===== config.mk =====
export PLATFORM = sky130hd
export DESIGN_NAME = prime_power_base_finder
export DESIGN_NICKNAME = d
export VERILOG_FILES = /design/src/design/ppbf_pkg.sv /design/src/design/ppbf_divider.sv /design/src/design/prime_power_base_finder.sv
export VERILOG_INCLUDE_DIRS = /design/src /design/src/design
export SDC_FILE = /design/constraint.sdc
export NUM_CORES = 1
export LEC_CHECK = 0
export ABC_AREA = 1
export BUFFER_PORTS_ARGS = -buffer_cell sky130_fd_sc_hd__buf_2
export CORE_MARGIN = 5
export CORE_UTILIZATION = 45
export CTS_CLUSTER_SIZE = 40
export DETAILED_ROUTE_END_ITERATION = 7
export PLACE_DENSITY = 0.63
export RECOVER_POWER = 100
export SKIP_LAST_GASP = 1
export SLEW_MARGIN = 5
export SYNTH_ARGS = -nofsm -noshare
export SYNTH_HDL_FRONTEND = slang
export SYNTH_SLANG_ARGS = --single-unit

===== constraint.sdc =====
create_clock -name clk -period 3 [get_ports clk]
set_input_delay 0.6 -clock clk [delete_from_list [all_inputs] [get_ports clk]]
set_output_delay 0.6 -clock clk [all_outputs]
set_load 0.1 [all_outputs]

===== src/design/assert_macros.svh =====
// Assertion helpers shared by the design files.
// Each macro expects signals named clk and rst_n in the including module.
`ifndef ASSERT_MACROS_SVH
`define ASSERT_MACROS_SVH

// Same-cycle implication, checked at every rising edge outside reset.
`define ASSERT_IMPL(label, ante, cons) \
    label: assert property (@(posedge clk) disable iff (!rst_n) (ante) |-> (cons)) \
        else $error("same-cycle implication failed");

// Next-cycle implication, checked at every rising edge outside reset.
`define ASSERT_NEXT(label, ante, cons) \
    label: assert property (@(posedge clk) disable iff (!rst_n) (ante) |=> (cons)) \
        else $error("next-cycle implication failed");

`endif


===== src/design/ppbf_pkg.sv =====
// ----------------------------------------------------------------------------
// ppbf_pkg: shared types and constants of the prime power base finder
// Field widths, sequencer states and the divider status bundle.
// ----------------------------------------------------------------------------
package ppbf_pkg;

    localparam int MODULUS_BITS_DEF = 32;
    localparam int IN_W             = 32;
    localparam int BASE_W           = 16;
    localparam int EXP_W            = 6;

    typedef enum logic [2:0] {
        ST_IDLE,
        ST_LAUNCH_SEARCH,
        ST_WAIT_SEARCH,
        ST_LAUNCH_DIVOUT,
        ST_WAIT_DIVOUT,
        ST_HOLD
    } state_t;

    typedef struct packed {
        logic busy;
        logic done;
    } div_stat_t;

endpackage


===== src/design/ppbf_divider.sv =====
// ----------------------------------------------------------------------------
// ppbf_divider: restoring divider, one quotient bit per cycle
// Takes a WIDTH-bit dividend and a DIV_W-bit divisor, returns both
// quotient and remainder and pulses done when the last quotient bit is in.
// ----------------------------------------------------------------------------
`include "assert_macros.svh"

module ppbf_divider #(
    parameter int WIDTH = ppbf_pkg::MODULUS_BITS_DEF,
    parameter int DIV_W = (ppbf_pkg::MODULUS_BITS_DEF + 1) / 2 + 1
) (
    input  logic                clk,
    input  logic                rst_n,
    input  logic                start,
    input  logic [WIDTH-1:0]    dividend,
    input  logic [DIV_W-1:0]    divisor,
    output ppbf_pkg::div_stat_t stat,
    output logic [WIDTH-1:0]    quotient,
    output logic [DIV_W-1:0]    remainder
);

    localparam int CNT_W = $clog2(WIDTH);

    logic [WIDTH-1:0] quo_reg, quo_next;
    logic [DIV_W-1:0] rem_reg, rem_next;
    logic [DIV_W-1:0] dsr_reg, dsr_next;
    logic [CNT_W-1:0] cnt_reg, cnt_next;
    logic             busy_reg, busy_next;
    logic             done_reg, done_next;

    logic [DIV_W:0]   trial;
    logic [DIV_W:0]   diff;

    // The partial remainder stays below the divisor, so the trial value
    // fits in one bit more than the divisor.
    assign trial = {rem_reg, quo_reg[WIDTH-1]};
    assign diff  = trial - {1'b0, dsr_reg};

    always_comb
    begin
        quo_next  = quo_reg;
        rem_next  = rem_reg;
        dsr_next  = dsr_reg;
        cnt_next  = cnt_reg;
        busy_next = busy_reg;
        done_next = 1'b0;
        if (start)
        begin
            quo_next  = dividend;
            rem_next  = '0;
            dsr_next  = divisor;
            cnt_next  = CNT_W'(WIDTH - 1);
            busy_next = 1'b1;
        end
        else if (busy_reg)
        begin
            if (!diff[DIV_W])
            begin
                rem_next = diff[DIV_W-1:0];
                quo_next = {quo_reg[WIDTH-2:0], 1'b1};
            end
            else
            begin
                rem_next = trial[DIV_W-1:0];
                quo_next = {quo_reg[WIDTH-2:0], 1'b0};
            end
            cnt_next = cnt_reg - 1'b1;
            if (cnt_reg == '0)
            begin
                busy_next = 1'b0;
                done_next = 1'b1;
            end
        end
    end

    always_ff @(posedge clk or negedge rst_n)
    begin
        if (!rst_n)
        begin
            busy_reg <= 1'b0;
            done_reg <= 1'b0;
            cnt_reg  <= '0;
        end
        else
        begin
            busy_reg <= busy_next;
            done_reg <= done_next;
            cnt_reg  <= cnt_next;
        end
    end

    always_ff @(posedge clk)
    begin
        quo_reg <= quo_next;
        rem_reg <= rem_next;
        dsr_reg <= dsr_next;
    end

    assign stat.busy = busy_reg;
    assign stat.done = done_reg;
    assign quotient  = quo_reg;
    assign remainder = rem_reg;

    `ASSERT_IMPL(a_rem_below_divisor, done_reg, rem_reg < dsr_reg)
    `ASSERT_NEXT(a_start_runs, start, busy_reg && !done_reg)
    `ASSERT_IMPL(a_done_not_busy, done_reg, !busy_reg)

endmodule


===== src/design/prime_power_base_finder.sv =====
// ----------------------------------------------------------------------------
// prime_power_base_finder: tests a modulus for being p^k with k of 2 or more
// Trial division over a single shared restoring divider.
// ----------------------------------------------------------------------------
// Usage: a modulus request enters on in_valid/in_ready; one result leaves on
// out_valid/out_ready with is_prime_power, base_prime and exponent. When the
// modulus is not a pure prime power the result is flag 0, base 0, exponent 1.
// The block takes one request at a time; in_ready is high only while idle.
// Each division of the shared divider is a launch, one cycle per quotient bit
// and a decision. A request takes c + k divisions, where c is the number of
// candidate divisors tried and k the multiplicity of the smallest factor.
// For a 32-bit prime near the top of the range c is about 65535, and the
// shared divider sets the run time of a request.
// After the result is computed it waits in a holding stage until the output
// register is free, so a stalled receiver holds the block in that state.
// The next request is taken once the result has moved to the output
// register. Reset returns the sequencer to idle and drops out_valid.
// ----------------------------------------------------------------------------
`include "assert_macros.svh"

module prime_power_base_finder #(
    parameter int MODULUS_BITS = ppbf_pkg::MODULUS_BITS_DEF
) (
    input  logic                        clk,
    input  logic                        rst_n,
    input  logic                        in_valid,
    output logic                        in_ready,
    input  logic [ppbf_pkg::IN_W-1:0]   modulus,
    output logic                        out_valid,
    input  logic                        out_ready,
    output logic                        is_prime_power,
    output logic [ppbf_pkg::BASE_W-1:0] base_prime,
    output logic [ppbf_pkg::EXP_W-1:0]  exponent
);

    localparam int W     = MODULUS_BITS;
    localparam int DW    = (MODULUS_BITS + 1) / 2 + 1;
    localparam int IW    = ppbf_pkg::IN_W;
    localparam int BW    = ppbf_pkg::BASE_W;
    localparam int EW    = ppbf_pkg::EXP_W;

    ppbf_pkg::state_t state_reg, state_next;

    logic [W-1:0]  m_reg, m_next;
    logic [W-1:0]  rest_reg, rest_next;
    logic [DW-1:0] d_reg, d_next;
    logic [EW-1:0] count_reg, count_next;
    logic          flag_reg, flag_next;

    logic          out_valid_reg, out_valid_next;
    logic          out_flag_reg, out_flag_next;
    logic [BW-1:0] out_base_reg, out_base_next;
    logic [EW-1:0] out_exp_reg, out_exp_next;

    logic                div_start;
    logic [W-1:0]        div_dividend;
    ppbf_pkg::div_stat_t div_stat;
    logic [W-1:0]        div_quo;
    logic [DW-1:0]       div_rem;

    logic [W+IW-1:0]     modulus_wide;
    logic [W-1:0]        modulus_fit;
    logic [W+DW-1:0]     d_wide;
    logic [BW+DW-1:0]    d_base_wide;
    logic                accept_in;
    logic                out_free;
    logic                d_too_big;

    // Keep only the low MODULUS_BITS bits of the request, zero-extended.
    assign modulus_wide = {{W{1'b0}}, modulus};
    assign modulus_fit  = modulus_wide[W-1:0];
    assign d_wide       = {{W{1'b0}}, d_reg};
    assign d_base_wide  = {{BW{1'b0}}, d_reg};

    assign accept_in = in_valid && in_ready;
    assign out_free  = !out_valid_reg || out_ready;
    // Search ends once d exceeds m / d, that is d * d > m.
    assign d_too_big = d_wide[W-1:0] > div_quo;

    ppbf_divider #(
        .WIDTH (W),
        .DIV_W (DW)
    ) u_divider (
        .clk       (clk),
        .rst_n     (rst_n),
        .start     (div_start),
        .dividend  (div_dividend),
        .divisor   (d_reg),
        .stat      (div_stat),
        .quotient  (div_quo),
        .remainder (div_rem)
    );

    // Next-state logic.
    always_comb
    begin
        state_next = state_reg;
        case (state_reg)
            ppbf_pkg::ST_IDLE:
            begin
                if (in_valid)
                    state_next = ppbf_pkg::ST_LAUNCH_SEARCH;
            end
            ppbf_pkg::ST_LAUNCH_SEARCH:
                state_next = ppbf_pkg::ST_WAIT_SEARCH;
            ppbf_pkg::ST_WAIT_SEARCH:
            begin
                if (div_stat.done)
                begin
                    if (d_too_big)
                        state_next = ppbf_pkg::ST_HOLD;
                    else if (div_rem != '0)
                        state_next = ppbf_pkg::ST_LAUNCH_SEARCH;
                    else
                        state_next = ppbf_pkg::ST_LAUNCH_DIVOUT;
                end
            end
            ppbf_pkg::ST_LAUNCH_DIVOUT:
                state_next = ppbf_pkg::ST_WAIT_DIVOUT;
            ppbf_pkg::ST_WAIT_DIVOUT:
            begin
                if (div_stat.done)
                begin
                    if (div_rem == '0)
                        state_next = ppbf_pkg::ST_LAUNCH_DIVOUT;
                    else
                        state_next = ppbf_pkg::ST_HOLD;
                end
            end
            ppbf_pkg::ST_HOLD:
            begin
                if (out_free)
                    state_next = ppbf_pkg::ST_IDLE;
            end
            default:
                state_next = ppbf_pkg::ST_IDLE;
        endcase
    end

    // Datapath and output logic.
    always_comb
    begin
        in_ready       = 1'b0;
        div_start      = 1'b0;
        div_dividend   = m_reg;
        m_next         = m_reg;
        rest_next      = rest_reg;
        d_next         = d_reg;
        count_next     = count_reg;
        flag_next      = flag_reg;
        out_flag_next  = out_flag_reg;
        out_base_next  = out_base_reg;
        out_exp_next   = out_exp_reg;
        out_valid_next = out_valid_reg && !out_ready;
        case (state_reg)
            ppbf_pkg::ST_IDLE:
            begin
                in_ready = 1'b1;
                if (in_valid)
                begin
                    m_next     = modulus_fit;
                    d_next     = DW'(2);
                    count_next = '0;
                    flag_next  = 1'b0;
                end
            end
            ppbf_pkg::ST_LAUNCH_SEARCH:
            begin
                div_start    = 1'b1;
                div_dividend = m_reg;
            end
            ppbf_pkg::ST_WAIT_SEARCH:
            begin
                if (div_stat.done && !d_too_big)
                begin
                    if (div_rem != '0)
                        d_next = d_reg + 1'b1;
                    else
                    begin
                        // Smallest factor found; the first division counts once.
                        rest_next  = div_quo;
                        count_next = EW'(1);
                    end
                end
            end
            ppbf_pkg::ST_LAUNCH_DIVOUT:
            begin
                div_start    = 1'b1;
                div_dividend = rest_reg;
            end
            ppbf_pkg::ST_WAIT_DIVOUT:
            begin
                if (div_stat.done)
                begin
                    if (div_rem == '0)
                    begin
                        rest_next  = div_quo;
                        count_next = count_reg + 1'b1;
                    end
                    else
                        flag_next = (rest_reg == W'(1)) && (count_reg > EW'(1));
                end
            end
            ppbf_pkg::ST_HOLD:
            begin
                if (out_free)
                begin
                    out_valid_next = 1'b1;
                    out_flag_next  = flag_reg;
                    out_base_next  = flag_reg ? d_base_wide[BW-1:0] : '0;
                    out_exp_next   = flag_reg ? count_reg : EW'(1);
                end
            end
            default:
            begin
                in_ready = 1'b0;
            end
        endcase
    end

    always_ff @(posedge clk or negedge rst_n)
    begin
        if (!rst_n)
        begin
            state_reg     <= ppbf_pkg::ST_IDLE;
            out_valid_reg <= 1'b0;
        end
        else
        begin
            state_reg     <= state_next;
            out_valid_reg <= out_valid_next;
        end
    end

    always_ff @(posedge clk)
    begin
        m_reg        <= m_next;
        rest_reg     <= rest_next;
        d_reg        <= d_next;
        count_reg    <= count_next;
        flag_reg     <= flag_next;
        out_flag_reg <= out_flag_next;
        out_base_reg <= out_base_next;
        out_exp_reg  <= out_exp_next;
    end

    assign out_valid      = out_valid_reg;
    assign is_prime_power = out_flag_reg;
    assign base_prime     = out_base_reg;
    assign exponent       = out_exp_reg;

    `ASSERT_IMPL(a_start_when_free, div_start, !div_stat.busy)
    `ASSERT_NEXT(a_accept_launches, accept_in, state_reg == ppbf_pkg::ST_LAUNCH_SEARCH)
    `ASSERT_IMPL(a_power_has_exp, out_valid_reg && out_flag_reg, out_exp_reg > EW'(1))
    `ASSERT_IMPL(a_nonpower_fields, out_valid_reg && !out_flag_reg, (out_base_reg == '0) && (out_exp_reg == EW'(1)))

endmodule

==> results of run 1 <==
-- per-layer routing --
metal / global-route usage / wire (µm)
met3: 0.0349 / 907
met5: 0 / 0
met2: 0.301 / 10100
met4: 0.0475 / 276
met1: 0.229 / 9100
-- synthesized netlist by cell type, types with 6 or more instances --
library cell,n,share of area
sky130_fd_sc_hd__dfrtp_1,11,0.030
sky130_fd_sc_hd__nor3_1,11,0.0059
sky130_fd_sc_hd__a21oi_1,34,0.018
sky130_fd_sc_hd__ha_1,40,0.054
sky130_fd_sc_hd__dfxtp_1,17,0.036
sky130_fd_sc_hd__nand3b_1,8,0.0064
sky130_fd_sc_hd__nor2_1,78,0.031
sky130_fd_sc_hd__nand3_1,52,0.028
sky130_fd_sc_hd__nor4_1,11,0.0074
sky130_fd_sc_hd__inv_1,137,0.055
sky130_fd_sc_hd__nand2_1,175,0.070
sky130_fd_sc_hd__nor2_2,8,0.0054
sky130_fd_sc_hd__edfxtp_1,160,0.51
sky130_fd_sc_hd__clkbuf_1,15,0.0060
sky130_fd_sc_hd__nand4_1,8,0.0054
sky130_fd_sc_hd__nand3_2,11,0.012
sky130_fd_sc_hd__nand2_2,6,0.0040
sky130_fd_sc_hd__xnor2_1,8,0.0075
sky130_fd_sc_hd__o21ai_0,48,0.026
sky130_fd_sc_hd__o22ai_1,30,0.020
-- cell type report --
| type | instances | share of cell area |
|---|---|---|
| repair buffers | 74 | 0.0330 |
| clock buffers | 18 | 0.0412 |
| multi-input cells | 577 | 0.308 |
| well taps | 270 | 0.0324 |
| clock inverters | 14 | 0.0142 |
| flip-flops and latches | 188 | 0.520 |
| inverters | 142 | 0.0511 |
-- kinds of logic after synthesis --
group	Yosys count	share of synthesized area
AO/OA/AOI/OAI	134	0.0835
XOR/XNOR	13	0.0122
adder cells (fa/ha/maj)	41	0.0558
buffers and inverters	164	0.0683
flip-flops	188	0.581
AND/OR/NAND/NOR	389	0.199
-- path summary, 6_finish.rpt --
check	cells past startpoint	end	slack, ps	start
max	13	u_divider.remainder[6]	360	u_divider.dsr_reg[4]
min	1	out_valid	150	rst_n
max reg2reg	13	u_divider.remainder[6]	360	u_divider.dsr_reg[4]
min reg2reg	0	rest_reg[2]	450	u_divider.quotient[2]
max in group asynchronous	1	u_divider.cnt_reg[2]	2440	rst_n
min in group clk	1	m_reg[30]	330	modulus[30]
-- layout by cell type (no fill, tap or decap), drive strengths merged, types with 3 or more instances in the layout --
cell,count
nand2,186
clkbuf,54
o21ai,50
nor4,11
nand3b,8
a21oi,36
edfxtp,160
buf,38
nor3,15
nor3b,3
o22ai,30
xor2,5
inv,147
clkinv,7
nor2,89
nand4,9
a21o,5
xnor2,8
ha,40
dfxtp,17
dfrtp,11
nand3,64
o21bai,3
-- worst reg2reg max path, delay by kind of cell (launching register included) --
kind / cells / cell delay [ps]
buffers and inverters: 1 / 80
AND/OR/NAND/NOR: 9 / 1470
AO/OA/AOI/OAI: 2 / 330
adder cells (fa/ha/maj): 1 / 280
flip-flops: 1 / 380
-- through the flow --
step           hold WS (ps)   util  std cells  total power, µW
2_1_floorplan           304      -        929             2860
3_3_place_gp            428  0.493       1251             2880
3_5_place_dp            432  0.493       1251             2880
4_1_cts                20.2  0.521       1283             5050
5_1_grt                 205  0.514       1283             5180
6_report                152  0.514       1283             5000
-- power breakdown --
group          total (µW)      switching [µW]  internal (µW)  leakage [µW]
clock                2180                1070           1110      0.000274
sequential           2800  0.0000000000000761           2800       0.00174
combinational        25.0                9.42           15.6       0.00270
total                5000                1080           3920       0.00471
==> results by group, run 1 <==
Place
  – Placed Instance Area: 10000 µm²
  – Detailed Place HPWL: 14.7 mm
  – GP Congestion: 0.871
  – Port bufs: 60
  – Post-placement setup slack: 496 ps

Finish
  – Ratio of cells with drive above 1 in the final layout: 0.111
  – Cell area after layout: 10,400 µm²
  – Sequential Area: 5420 µm²
  – Fill count: 1,866
  – Final layout net count: 1,077
  – Total inserted antenna cells: 0
  – Area used by multi-input combinational logic: 3220 µm²
  – Synth-to-Final Area Change: 11.8%

Clock tree
  – Master cell of the clock root buffer: sky130_fd_sc_hd__clkbuf_16
  – CTS Buf Count: 17
  – CTS Hold Buffers Added: 0
  – H-tree levels: 4
  – Sink count of the clock tree: 188
  – Clock Tree Buf Depth: 2
  – Clk Latency, worst-skew pair: 430 ps
  – Clock Pin Slew Worst Setup and Hold Paths: 80 ps
  – CTS tree: yes
  – Number of gates resized after cts: 0
  – Post-CTS Setup Inserts: 0

Synth
  – Flops & latches, synth: 188
  – Yosys synthesis warning count: 0
  – Synthesized area: 9330 µm²
  – Main synth FF type: sky130_fd_sc_hd__edfxtp_1
  – Net count after synthesis: 1,006
  – Share of synthesized registers carrying an async set or reset: 0.0585
  – Part of the Yosys area used for sequential elements: 0.581
  – Count of mapped cells out of synthesis: 929
  – Mean area per synthesized cell: 10.0 µm²
  – Distinct cells, synth: 50
  – Number of enable flip-flop cells after synthesis: 160

Global routing
  – Vias in the first global route: 6,524
  – Overflow after GRT: 0
  – Number of antenna violations at the first check in global routing: 0
  – Global-route wire length before repair: 33.3 mm
  – Largest net degree at the start of global routing: 33
  – Tot GR Track Use: 0.176

STA
  – Fmax: 378 MHz
  – Unrepaired setup endpoints after global routing: false
  – Slack of the critical path: 355 ps
  – Worst-case clock skew: 14.1 ps
  – Portion of the clock cycle consumed by the worst path in the final layout: 0.882
  – Worst Tran Pin Value: 1500 ps
  – Final Hold Violating Endpoints: 0
  – Clock period minus worst slack: 2640 ps
  – Worst rel slew slack: -0.00258
  – Max Slew Vio Count: 23
  – Final total negative setup slack: 0 ps
  – Total of endpoints with negative setup slack in the final report: 0

Pwr
  – Largest voltage drop on the vdd net: 0.000340 V
  – Static Leak: 0.00471 µW
  – Power per unit of standard cell area: 480 nW/µm²

Routing
  – Pre-antenna DRT Iters: 5
  – Violation count after the first detailed-route iteration: 410
  – Post-Route WL: 20.4 mm
  – Via count: 6,484
  – Drt wl/cell: 15.9 µm
  – Avg Vias per Cell: 5.05
  – DRT antenna net count: 0
  – DRC violation count after routing: 0

Floorplan
  – Die Wd: 154 µm
  – I/O pins: 61
  – Starting Density: 0.460
  – Core box area: 20,300 µm²
  – DIE AREA: 23,700 µm²
  – Die height: 154 µm
  – FP Rows: 52

Critical path
  – Worst path arrival time: 2970 ps
  – Number of buffer and inverter stages on the critical path: 1
  – Crit-path leading delay family: simple AND/OR/NAND/NOR gates
  – Type of origin of the critical path: flip-flop
  – Sort of element at the end of the critical path: flip-flop
  – Maximum cell stage delay along the critical path: 510 ps
  – Worst Path Required: 3320 ps
  – CP Class: flip-flop to flip-flop
  – Worst path slowest cell: sky130_fd_sc_hd__nand2_1
  – Largest fanout of any net on the critical path: 8
  – Critical path cell sequence: inv_1 > ha_1 > nand2_1 > nand2_1 > o21bai_1 > a21oi_2 > nand2_2 > nand2_4 > nand3_1 > nand2_1 > nand2_1 > nand3_1 > nand2_1
  – Critical path's most frequent cell: sky130_fd_sc_hd__nand2_1

Status
  – Status: finished, violations left
  – Violated checks: max-capacitance violations, max-slew violations

Min path
  – Class of the tightest hold or removal check: input pin to async pin

Run
  – Number of violations of the max-capacitance limit: 1
Note: power is estimated with default switching activity, not from simulation.
==> run 2, diff against run 1 <==
--- a/config.mk
+++ b/config.mk
@@ -6,7 +6,6 @@
 export SDC_FILE = /design/constraint.sdc
 export NUM_CORES = 1
 export LEC_CHECK = 0
-export ABC_AREA = 1
 export BUFFER_PORTS_ARGS = -buffer_cell sky130_fd_sc_hd__buf_2
 export CORE_MARGIN = 5
 export CORE_UTILIZATION = 45
==> run 2 against run 1 <==
  * Total power grew 120%
  * Setup slack worse by 180 ps
  * Fmax decreased by 6.5%
  * Largest power group unchanged
  * First-iteration DRC count shrank 3.7%
  * The flow still finishes with violations (max-capacitance violations, max-slew violations)
  * Sequential cell count is the same
  * Register-to-register slack worse by 140 ps
  * Core utilization decreased by 0.15 points
  * Global-route usage shrank 0.70 points
  * Non-clock buffer count up 1
  * Routed wire length shrank 3.7%
  * Worst hold slack worse by 29 ps
  * Synthesized cell count is 17% lower
==> results by group, run 2 <==
Global routing
  – Largest net degree at the start of global routing: 83 (+150%)
  – Vias in the first global route: 5,932 (-9.1%)
  – Overflow after GRT: 0 (unchanged)
  – Tot GR Track Use: 0.169 (-0.00697)
  – Global-route wire length before repair: 31.4 mm (-5.6%)
  – Number of antenna violations at the first check in global routing: 0 (unchanged)

Finish
  – Commonest cells after routing, fill and taps aside: sky130_fd_sc_hd__edfxtp_1, sky130_fd_sc_hd__a21oi_1, sky130_fd_sc_hd__nor2_1
  – Most frequent standard cell in the layout excluding fill and tap cells: sky130_fd_sc_hd__edfxtp_1
  – Number of standard cells in the final layout excluding fillers: 1,111 (-13%)
  – Total inserted antenna cells: 0 (unchanged)
  – Fill count: 1,763 (-5.5%)
  – Final layout net count: 905 (-16%)
  – Ratio of cells with drive above 1 in the final layout: 0.119 (+0.00834)
  – Area used by multi-input combinational logic: 3390 µm² (+5.3%)
  – Sequential Area: 5420 µm² (unchanged)
  – Synth-to-Final Area Change: 12.9%

Critical path
  – Crit-path leading delay family: buffers and inverters
  – Worst path slowest cell: sky130_fd_sc_hd__dfrtp_1
  – Number of buffer and inverter stages on the critical path: 2 (+1)
  – Largest fanout of any net on the critical path: 21 (+13)
  – Type of origin of the critical path: flip-flop
  – Sort of element at the end of the critical path: output pin
  – Worst Path Required: 2400 ps (-920 ps)
  – Maximum cell stage delay along the critical path: 600 ps (+90 ps)
  – Worst path arrival time: 2230 ps (-740 ps)
  – CP Class: flip-flop to output pin
  – Critical path cell sequence: buf_4 > nor3_1 > buf_2

STA
  – Worst hold margin: 123 ps (-28.7 ps)
  – Clock period minus worst slack: 2830 ps (+183 ps)
  – Worst rel slew slack: -0.00474 (-0.00217)
  – Final Hold Violating Endpoints: 0 (unchanged)
  – Worst-case clock skew: 24.8 ps (+10.8 ps)
  – Unrepaired setup endpoints after global routing: false
  – Portion of the clock cycle consumed by the worst path in the final layout: 0.943 (+0.0611)
  – Max Slew Vio Count: 33 (+43%)
  – Fmax: 354 MHz (-6.5%)
  – Final total negative setup slack: 0 ps (unchanged)
  – Total of endpoints with negative setup slack in the final report: 0 (unchanged)
  – Worst Tran Pin Value: 1510 ps (+3.25 ps)

Routing
  – Post-Route WL: 19.7 mm (-3.7%)
  – DRC violation count after routing: 0 (unchanged)
  – Via count: 5,959 (-8.1%)
  – Avg Vias per Cell: 5.36 (+6.1%)
  – Drt wl/cell: 17.7 µm (+11%)
  – Pre-antenna DRT Iters: 5 (unchanged)
  – Violation count after the first detailed-route iteration: 395 (-3.7%)
  – DRT antenna net count: 0 (unchanged)

Synth
  – Flops & latches, synth: 188 (unchanged)
  – Distinct cells, synth: 66 (+32%)
  – Part of the Yosys area used for sequential elements: 0.594 (+0.0135)
  – Net count after synthesis: 844 (-16%)
  – Most area-hungry cell type in the Yosys netlist: sky130_fd_sc_hd__edfxtp_1
  – Cell types with the largest area share after synthesis: sky130_fd_sc_hd__edfxtp_1, sky130_fd_sc_hd__ha_1, sky130_fd_sc_hd__mux2i_1
  – Proportion of netlist area held by the largest area contributor: 0.527 (+0.0119)
  – Dominant cell by count in the synthesized netlist: sky130_fd_sc_hd__edfxtp_1
  – Yosys synthesis warning count: 0 (unchanged)
  – Count of mapped cells out of synthesis: 767 (-17%)
  – Share of synthesized registers carrying an async set or reset: 0.0585 (unchanged)
  – Main synth FF type: sky130_fd_sc_hd__edfxtp_1
  – Synthesized area: 9120 µm² (-2.3%)
  – Number of enable flip-flop cells after synthesis: 160 (unchanged)
  – Post-synth top cells: sky130_fd_sc_hd__edfxtp_1, sky130_fd_sc_hd__a21oi_1, sky130_fd_sc_hd__nor2_1
  – Mean area per synthesized cell: 11.9 µm² (+18%)

Place
  – GP Congestion: 0.861 (-1.1%)
  – Port bufs: 60 (unchanged)
  – Post-Place Cells: 1,079 (-14%)
  – Detailed Place HPWL: 14.0 mm (-4.7%)

Floorplan
  – FP Rows: 52 (unchanged)
  – Die height: 152 µm (-1.1%)
  – Die Wd: 152 µm (-1.1%)
  – I/O pins: 61 (unchanged)
  – Starting Density: 0.454 (-0.00606)
  – Core box area: 20,100 µm² (-0.96%)
  – DIE AREA: 23,200 µm² (-2.1%)

Clock tree
  – CTS tree: yes
  – CTS Hold Buffers Added: 0 (unchanged)
  – Post-CTS Setup Inserts: 0 (unchanged)
  – Clock Pin Slew Worst Setup and Hold Paths: 80 ps (about the same)
  – Sink count of the clock tree: 188 (unchanged)
  – Number of gates resized after cts: 0 (unchanged)
  – Master cell of the clock root buffer: sky130_fd_sc_hd__clkbuf_16
  – H-tree levels: 4 (unchanged)
  – CTS Buf Count: 17 (unchanged)
  – Clk Latency, worst-skew pair: 450 ps (+20 ps)
  – Clock Tree Buf Depth: 2 (unchanged)

Status
  – Violated checks: max-capacitance violations, max-slew violations
  – Status: finished, violations left

Pwr
  – Power per unit of standard cell area: 1060 nW/µm² (+120%)
  – Largest voltage drop on the vdd net: 0.000491 V (+44%)
  – Static Leak: 0.00391 µW (-17%)

Min path
  – Class of the tightest hold or removal check: input pin to async pin

Run
  – Number of violations of the max-capacitance limit: 1 (unchanged)
## run 2: path summary, 6_finish.rpt
check / start / endpoint / slack (ps) / cells after the start
max: state_reg[1] / in_ready / 170 / 3
min: rst_n / u_divider.cnt_reg[1] / 120 / 1
max reg2reg: d_reg[12] / rest_reg[7] / 220 / 9
min reg2reg: u_divider.quotient[8] / rest_reg[8] / 490 / 0
max in group asynchronous: rst_n / out_valid / 2450 / 1
min in group clk: modulus[27] / m_reg[27] / 320 / 1
## run 2: area by class of cell
class                           count  share of cell area
Clock buffer                       17              0.0413
Clock inverter                     15              0.0174
Inverter                           46              0.0168
Multi-Input combinational cell    500               0.329
Sequential cell                   188               0.526
Tap cell                          270              0.0328
Timing Repair Buffer               75              0.0365
## run 2: kinds of logic (layout without fill, tap and decap cells)
group	after synthesis	after routing	share of synthesized area
flops	188	188	0.594
mux	46	46	0.0510
xor+xnor	35	35	0.0336
buf+inv	79	153	0.0351
compound gates	150	150	0.101
fa+ha+maj	41	41	0.0571
simple gates	228	228	0.128
## run 2: power breakdown
| part | switching, µW | internal (µW) |
|---|---|---|
| Clock | 1100 | 1190 |
| Sequential | 640 | 3830 |
| Combinational | 2510 | 1670 |
## run 2: layer usage
| layer | wire length (µm) | track usage | up-vias | share of wire |
|---|---|---|---|---|
| met4 | 293 | 0.0544 | 0 | 0.015 |
| met2 | 9530 | 0.278 | 145 | 0.48 |
| li1 | - | - | 2927 | - |
| met3 | 925 | 0.0304 | 22 | 0.047 |
| met5 | 0 | 0 | - | 0 |
| met1 | 8910 | 0.228 | 2865 | 0.45 |
## run 2: metrics by stage
| step | setup WS [ps] | instance area, µm² | power, µW | utilization |
|---|---|---|---|---|
| floorplan | -83.1 | 9150 | 7700 | - |
| CTS | 251 | 10400 | 11100 | 0.516 |
| global route | 85.0 | 10300 | 11700 | 0.512 |
| finish | 172 | 10300 | 10900 | 0.512 |
| global placement | 353 | 9770 | 8610 | 0.486 |
| detailed placement | 296 | 9770 | 8750 | 0.486 |
## run 2: worst register-to-register path: stages, from the launching register on
cell and delay, ps:
sky130_fd_sc_hd__edfxtp_1 500, sky130_fd_sc_hd__ha_1 250, sky130_fd_sc_hd__a21o_1 170, sky130_fd_sc_hd__a21oi_1 170
sky130_fd_sc_hd__nor2b_1 60, sky130_fd_sc_hd__or4_1 480, sky130_fd_sc_hd__o211ai_2 290, sky130_fd_sc_hd__a21oi_2 100
sky130_fd_sc_hd__nor3_2 240, sky130_fd_sc_hd__buf_4 240
==> run 3, diff against run 2 <==
==> constraint.sdc (replaced) <==
create_clock -name clk -period 2.3 [get_ports clk]
set_input_delay 0.46 -clock clk [delete_from_list [all_inputs] [get_ports clk]]
set_output_delay 0.46 -clock clk [all_outputs]
set_load 0.1 [all_outputs]
==> run 3 against run 2 <==
  * The flow finishes with violations (negative setup slack)
  * Die area is the same
  * Clock power grew 29%
  * Sequential power is 24% higher
  * Sequential share of layout area shrank 5.0 points
  * Setup slack worse by 540 ps
  * Critical path type is now flip-flop to flip-flop
  * Critical endpoint is now rest_reg[18]
  * Largest cell class unchanged
  * Largest power group is now combinational cells
==> results by group, run 3 (synthesis results as in run 2) <==
Clock tree
  – CTS tree: yes
  – Clock Tree Buf Depth: 2 (unchanged)
  – Sink count of the clock tree: 188 (unchanged)
  – CTS Buf Count: 17 (unchanged)
  – H-tree levels: 4 (unchanged)
  – Clock Pin Slew Worst Setup and Hold Paths: 80 ps (about the same)
  – Clk Latency, worst-skew pair: 450 ps (about the same)
  – Master cell of the clock root buffer: sky130_fd_sc_hd__clkbuf_16

STA
  – Final Hold Violating Endpoints: 0 (unchanged)
  – Worst Tran Pin Value: 865 ps (-643 ps)
  – Unrepaired setup endpoints after global routing: true
  – Slack of the critical path: -366 ps (-538 ps)
  – Portion of the clock cycle consumed by the worst path in the final layout: 1.16
  – Worst rel slew slack: 0.424 (+0.428)
  – Total of endpoints with negative setup slack in the final report: 57 (+57)
  – Max Slew Vio Count: 0 (-100%)
  – Worst-case clock skew: 24.0 ps (-0.815 ps)
  – Clock period minus worst slack: 2670 ps
  – Fmax: 375 MHz

Status
  – Violated checks: negative setup slack
  – Status: finished, violations left

Place
  – GP Congestion: 0.859 (-0.29%)
  – Placed Instance Area: 10,400 µm² (+6.9%)
  – Detailed Place HPWL: 15.1 mm (+7.8%)
  – Port bufs: 60 (unchanged)
  – Post-Place Cells: 1,165 (+8.0%)

Global routing
  – Number of antenna violations at the first check in global routing: 0 (unchanged)
  – Vias in the first global route: 6,572 (+11%)
  – Largest net degree at the start of global routing: 83 (unchanged)
  – Global-route wire length before repair: 34.0 mm (+8.1%)
  – Overflow after GRT: 0 (unchanged)
  – Tot GR Track Use: 0.182 (+0.0134)

Critical path
  – Worst Path Required: 2460 ps (+60 ps)
  – R2r startpoint: d_reg[1]
  – Reg-to-Reg End: rest_reg[18]
  – Worst path arrival time: 2830 ps (+600 ps)
  – Sort of element at the end of the critical path: flip-flop
  – Largest fanout of any net on the critical path: 8 (-62%)
  – Type of origin of the critical path: flip-flop
  – CP Class: flip-flop to flip-flop
  – Depth of the worst register-to-register path: 10 (+1)
  – Internal reg-to-reg setup slack: -370 ps (-590 ps)

Pwr
  – Internal: 9870 µW (+48%)
  – Static Leak: 0.00446 µW (+14%)
  – Switching portion of total power: 0.383 (-0.00496)
  – Combinational fraction of design power: 0.468 (+0.086)
  – Power per unit of standard cell area: 1410 nW/µm² (+32%)
  – Largest voltage drop on the vdd net: 0.000733 V (+49%)
  – Clock network power share: 0.185 (-0.025)
  – Switching power: 6140 µW (+44%)
  – Total power draw: 16,000 µW (+46%)
  – Portion of total power attributed to sequential cells: 0.347 (-0.061)

Finish
  – Synth-to-Final Area Change: 24.8%
  – Most frequent standard cell in the layout excluding fill and tap cells: sky130_fd_sc_hd__edfxtp_1
  – Commonest cells after routing, fill and taps aside: sky130_fd_sc_hd__edfxtp_1, sky130_fd_sc_hd__a21oi_1, sky130_fd_sc_hd__nor2_1
  – Final layout net count: 1,006 (+11%)
  – Ratio of cells with drive above 1 in the final layout: 0.257 (+0.138)
  – Cell area after layout: 11,400 µm² (+10%)
  – Number of standard cells in the final layout excluding fillers: 1,212 (+9.1%)
  – Total inserted antenna cells: 0 (unchanged)

Routing
  – Violation count after the first detailed-route iteration: 369 (-6.6%)
  – Pre-antenna DRT Iters: 5 (unchanged)
  – DRC violation count after routing: 0 (unchanged)
  – Avg Vias per Cell: 5.28 (-1.5%)
  – Drt wl/cell: 17.6 µm (-0.53%)
  – Via count: 6,405 (+7.5%)
  – DRT antenna net count: 0 (unchanged)
  – Post-Route WL: 21.3 mm (+8.5%)

Min path
  – Min-Delay Path Depth: 1
  – Hold Crit Endpoint: m_reg[21]
  – Class of the tightest hold or removal check: input pin to flip-flop
  – Launch instance of the worst min-delay path: modulus[21]

Run
  – Number of violations of the max-capacitance limit: 0 (-1)

Floorplan
  – Die height: 152 µm (unchanged)
  – Starting Density: 0.454 (unchanged)
  – I/O pins: 61 (unchanged)
  – Core box area: 20,100 µm² (unchanged)
  – Die Wd: 152 µm (unchanged)
  – DIE AREA: 23,200 µm² (unchanged)
  – FP Rows: 52 (unchanged)
[run 3: changes by cell type in the layout (fill, tap and decap cells not counted), moves of 5 or more]
cell | before | now
sky130_fd_sc_hd__a21oi_1 | 78 | 71
sky130_fd_sc_hd__a21oi_2 | 2 | 8
sky130_fd_sc_hd__and2_0 | 19 | 0
sky130_fd_sc_hd__and2_1 | 4 | 22
sky130_fd_sc_hd__buf_2 | 35 | 59
sky130_fd_sc_hd__buf_4 | 8 | 61
sky130_fd_sc_hd__buf_6 | 0 | 7
sky130_fd_sc_hd__clkbuf_1 | 28 | 23
sky130_fd_sc_hd__clkbuf_4 | 0 | 17
sky130_fd_sc_hd__ha_1 | 40 | 32
sky130_fd_sc_hd__ha_4 | 0 | 8
[run 3: power by group through the flow]
stage / combinational, µW / sequential (µW) / clock [µW]
global route: 8260 / 5680 / 3160
floorplan: 4440 / 5610 / 0
detailed placement: 6970 / 5620 / 0
global placement: 6790 / 5580 / 0
CTS: 7210 / 5560 / 3010
finish: 7500 / 5560 / 2960
[run 3: worst max path at each step]
stage	startpoint	endpoint	slack, ps	cells past startpoint
final	d_reg[1]	rest_reg[18]	-370	10
after global routing	d_reg[1]	rest_reg[2]	-430	10
after CTS	d_reg[1]	rest_reg[18]	-300	9
after detailed placement	d_reg[1]	rest_reg[25]	-280	9
after global placement	u_divider.quotient[13]	rest_reg[29]	-220	10
after floorplan	d_reg[13]	rest_reg[0]	-780	8
[run 3: final cells by class]
type,count,area [µm²]
Clock buffer,17,425
Clock inverter,15,171
Fill cell,1687,8730
Inverter,46,173
Multi-Input combinational cell,500,3630
Sequential cell,188,5420
Tap cell,270,338
Timing Repair Buffer,176,1210
[run 3: through the flow]
stage                     utilization  setup slack, ps  hold WS [ps]  setup TNS, ps
after floorplan                     -             -783           164         -33110
after global placement          0.519             -222           344         -11560
after detailed placement        0.519             -283           351         -15050
after CTS                       0.555             -297           165         -15110
after global routing            0.566             -431           157         -21510
final                           0.566             -366           178         -17190
[run 3: worst max-delay path, stage by stage, from the launching register on]
cell and delay [ps]:
sky130_fd_sc_hd__edfxtp_1 410, sky130_fd_sc_hd__ha_1 330, sky130_fd_sc_hd__nor2b_4 130, sky130_fd_sc_hd__o211ai_1 200, sky130_fd_sc_hd__a2111oi_1 100, sky130_fd_sc_hd__or4_1 430, sky130_fd_sc_hd__o211ai_2 200, sky130_fd_sc_hd__a21oi_2 90
sky130_fd_sc_hd__nor3_4 180, sky130_fd_sc_hd__buf_12 160, sky130_fd_sc_hd__clkbuf_16 150
[run 3: timing repair]
item,4_1_cts,5_1_grt
hold endpoints to repair,11,0
cloned,0,4
buffers inserted,5,5
resized for setup,12,33
pin swaps,5,20
hold buffers,1,0
endpoints found under the setup margin,60,76
[run 3: per-layer routing]
| metal | share of wire | GRT usage | wire length, µm | vias up |
|---|---|---|---|---|
| li1 | - | - | - | 3129 |
| met1 | 0.44 | 0.234 | 9290 | 3103 |
| met2 | 0.50 | 0.306 | 10600 | 146 |
| met3 | 0.048 | 0.0443 | 1020 | 27 |
| met4 | 0.018 | 0.0591 | 380 | 0 |
| met5 | 0 | 0 | 0 | - |
